File: src/rtl/srv_isqrt.sv
// pipelined integer square root, one root bit per register stage
// depends on: nothing; carries an opaque side word alongside each request
module srv_isqrt #(
  parameter int W  = 62,
  parameter int SW = 8
) (
  input  logic            clk,
  input  logic            rst,
  input  logic            en,
  input  logic            in_valid,
  input  logic [W-1:0]    value,
  input  logic [SW-1:0]   side_in,
  output logic            out_valid,
  output logic [W/2-1:0]  root,
  output logic [SW-1:0]   side_out
);

  localparam int N  = W / 2;
  localparam int RW = N + 2;

  logic          vld  [N];
  logic [RW-1:0] rem  [N];
  logic [N-1:0]  rt   [N];
  logic [W-1:0]  rest [N];
  logic [SW-1:0] side [N];

  for (genvar g = 0; g < N; g++) begin : g_step
    logic          p_vld;
    logic [RW-1:0] p_rem;
    logic [N-1:0]  p_rt;
    logic [W-1:0]  p_rest;
    logic [SW-1:0] p_side;
    logic [RW-1:0] sh;
    logic [RW-1:0] trial;
    logic          ge;

    if (g == 0) begin : g_first
      assign p_vld  = in_valid;
      assign p_rem  = '0;
      assign p_rt   = '0;
      assign p_rest = value;
      assign p_side = side_in;
    end else begin : g_next
      assign p_vld  = vld[g-1];
      assign p_rem  = rem[g-1];
      assign p_rt   = rt[g-1];
      assign p_rest = rest[g-1];
      assign p_side = side[g-1];
    end

    assign sh    = {p_rem[RW-3:0], p_rest[W-1:W-2]};
    assign trial = {p_rt, 2'b01};
    assign ge    = (sh >= trial);

    always_ff @(posedge clk) begin
      if (rst) begin
        vld[g] <= 1'b0;
      end else if (en) begin
        vld[g] <= p_vld;
      end
    end

    always_ff @(posedge clk) begin
      if (en) begin
        rem[g]  <= ge ? sh - trial : sh;
        rt[g]   <= {p_rt[N-2:0], ge};
        rest[g] <= {p_rest[W-3:0], 2'b00};
        side[g] <= p_side;
      end
    end
  end

  assign out_valid = vld[N-1];
  assign root      = rt[N-1];
  assign side_out  = side[N-1];

endmodule

File: config.mk
export PLATFORM = sky130hd
export DESIGN_NAME = srv_isqrt
export DESIGN_NICKNAME = d
export VERILOG_FILES = /design/src/rtl/srv_isqrt.sv
export SDC_FILE = /design/constraint.sdc
export NUM_CORES = 2
export LEC_CHECK = 0
export ABC_AREA = 0
export ABC_CLOCK_PERIOD_IN_PS = 3300
export BUFFER_PORTS_ARGS = -buffer_cell sky130_fd_sc_hd__clkbuf_2
export CORE_MARGIN = 3
export CORE_UTILIZATION = 56
export DETAILED_ROUTE_END_ITERATION = 12
export PLACE_DENSITY = 0.75
export SLEW_MARGIN = 25
export SYNTH_ARGS = -nofsm -noshare
export SYNTH_HDL_FRONTEND = slang
export SYNTH_MEMORY_MAX_BITS = 65536
export SYNTH_SLANG_ARGS = --single-unit
File: constraint.sdc
create_clock -name clk -period 3.3 [get_ports clk]
set_input_delay 0.66 -clock clk [delete_from_list [all_inputs] [get_ports clk]]
set_output_delay 0.66 -clock clk [all_outputs]
set_load 0.02 [all_outputs]
==> impl_metrics.py <==
metrics = {
    "global_routing": {
        "overflow": 0,
        "grt_pass1_vias": 69382,
        "grt_max_degree": 131,
        "grt_use_total": 0.222,
        "antenna_found_initial": 2,
        "grt_pass1_wl_mm": 376,
    },
    "cells_and_area": {
        "finalNetCount": 10044,
        "syn_to_final_growth_pct": 15.7,
        "stdcell_count": 12330,
        "drive_gt1_frac": 0.131,
    },
    "synthesis": {
        "ys_async_sr_fraction": 0,
        "synth_cells": 8657,
        "synth_area_um2": 116000,
        "synth_common_cells": "2592 x edfxtp_1, 653 x inv_1, 567 x nand2_1",
        "synth_ff_type": "edfxtp_1",
        "syn-num-nets": 9259,
        "synth_cell_types": 89,
        "synth_top_area_cell": "edfxtp_1",
        "synthTopCellsByArea": "edfxtp_1 67%, ha_1 5.7%, xor2_1 2.9%, xnor2_1 2.6%, a21oi_1 2.1%",
        "avgSynthCellArea_um2": 13.4,
        "synth_top_area_frac": 0.669,
        "synth_edf_count": 2592,
        "yosysSeqAreaShare": 0.669,
        "synth.yosys.warnings": 0,
        "yosysMostFrequentCell": "edfxtp_1",
        "ys_seq_elements": 2592,
    },
    "run_status": {
        "status": "finished, final reports clean",
    },
    "drt": {
        "dr.pass1.iters": 9,
        "via_per_inst": 5.66,
        "antenna_left": 0,
        "drtIter0Drc": 5155,
        "drc": 0,
        "wire_per_inst_um": 19.3,
        "vias": 69739,
        "wl_mm": 238,
    },
    "worst_hold_path": {
        "hold-path-cell-count": 1,
        "min-delay-start": "en",
        "hp-class": "input pin to register",
    },
    "clock_network": {
        "clkSlewWorstSetupHoldPaths_ps": 70,
        "cts_sinks": 2592,
        "clockBufferDepth": 4,
        "cts_buffers": 286,
        "cts_tree": "yes",
        "root_buffer": "clkbuf_16",
        "clk_latency_ps": 920,
        "h-tree-depth": 5,
    },
    "timing": {
        "period_needed_ps": 3280,
        "drv_slew": 0,
        "fin_skew_ps": 64.9,
        "finalSetupViolCount": 0,
        "fin_crit_sh": 0.994,
        "fin_ws_ps": 21.1,
        "timing.fmax_mhz": 305,
        "timing_hold_violations_final": 0,
        "holdWs_ps": 209,
        "rsz0062_at_grt": "yes",
        "slew_headroom": 0.460,
        "worst_pin_slew_ps": 803,
    },
    "die": {
        "die_y_um": 462,
        "initial_core_util": 0.566,
        "die_x_um": 462,
        "die-area_um2": 213000,
        "io_pins": 114,
        "core_um2": 206000,
        "rows": 166,
    },
    "worst_setup_path": {
        "rr_worst_depth": 9,
        "path_buf_inv": 1,
        "worstPathRequired_ps": 3930,
        "path_common_cell": "or3_4",
        "critical-path-top-delay-family": "simple AND/OR/NAND/NOR gates",
        "cp_max_fo": 3,
        "end_kind": "register",
        "slowest_delay_ps": 520,
        "timing.rr.start": "rem[0][249]$_DFFE_PP_",
        "worstPathArrival_ps": 3910,
        "crit_type": "register to register",
        "cp-startpoint": "rem[0][249]$_DFFE_PP_",
        "startpoint_type": "register",
        "path_cells": "or3_4, or4_4, or3_4, o41ai_2, buf_4, nor3_2, or4b_1, nor4_1, xor2_1",
        "cpMaxStageDelayCell": "or4b_1",
        "cp_num_cells": 9,
    },
    "place": {
        "pre_cts_ws_ps": -126,
        "port_buffers": 113,
        "dpl.hpwl_mm": 168,
        "gp_congestion": 0.918,
        "post-place-cells": 11747,
    },
    "flow_run": {
        "drv_cap": 0,
    },
    "power": {
        "finalPower_w": 0.0946,
        "leakage_nw": 52.0,
        "p_per_area_nw_per_um2": 703,
        "worst_ir_drop_vdd_mv": 0.637,
    },
}
[registers in the layout, summed over array words and instances, names as in the netlist]
register	cells
rest	930
rt	496
vld	31
rem	887
side	248
[placed cells by master, fill, tap and decap left out, drive strengths merged, types with 384 or more instances in the layout]
cell,count
ha,528
xor2,384
o21ai,442
buf,479
edfxtp,2592
a21oi,495
inv,659
clkbuf,454
nor2,505
nand2,567
[final timing paths]
path              slack (ps)                     end
hold / removal           210   rem[0][366]$_DFFE_PP_
hold reg to reg          390  rest[0][895]$_DFFE_PP_
setup / recovery          20   rem[0][292]$_DFFE_PP_
setup reg to reg          20   rem[0][292]$_DFFE_PP_
[timing repair]
item	in CTS	in global routing
hold endpoints to repair	72	0
cloned	0	2
hold buffers	72	0
buffers inserted	2	19
resized for setup	26	151
endpoints found under the setup margin	72	418
pin swaps	4	23
[cell type report]
cell class	instances	area, um2
inverter	656	2460
antenna	2	5.00
multi-input combinational	5242	36300
timing repair buffer	664	5520
sequential	2592	77800
clock inverter	145	1660
fill	14689	70900
tap	2688	3360
clock buffer	341	7510
[routing by layer]
layer	vias to the layer above	GRT usage	part of all wire
li1	33768	-	-
met1	33820	0.293	0.42
met2	1640	0.383	0.50
met3	511	0.0284	0.043
met4	0	0.0745	0.033
met5	-	0	0
[worst register-to-register path, cell delays in order (launching register included)]
cell and delay [ps]:
edfxtp_1 390, or3_4 400, or4_4 430, or3_4 390
o41ai_2 340, buf_4 170, nor3_2 50, or4b_1 520
nor4_1 250, xor2_1 110
[stage by stage]
step	setup TNS (ps)	instance area, um2	util
floorplan	-151	116000	-
detailed placement	-2080	124000	0.602
CTS	0	134000	0.651
finish	0	135000	0.655
global placement	-348	124000	0.602
global route	-2340	135000	0.655
[report_power, final]
part / leakage, nW / switching (W) / total [W] / internal [W]
Combinational: 22.5 / 0.0109 / 0.0194 / 0.00847
Clock: 4.48 / 0.0122 / 0.0312 / 0.0190
Sequential: 25.0 / 0.00260 / 0.0440 / 0.0414
Total: 52.0 / 0.0258 / 0.0946 / 0.0689
[cells by family after synthesis]
logic type,share of synthesized area
DFF,0.669
and+or+nand+nor,0.0942
AOI/OAI and AO/OA,0.0905
buffers and inverters,0.0266
xor gates and xnor gates,0.0549
adders and majority gates,0.0568
muxes,0.00818
other,0.0000322
No activity file was read; power rests on OpenSTA's default activity.
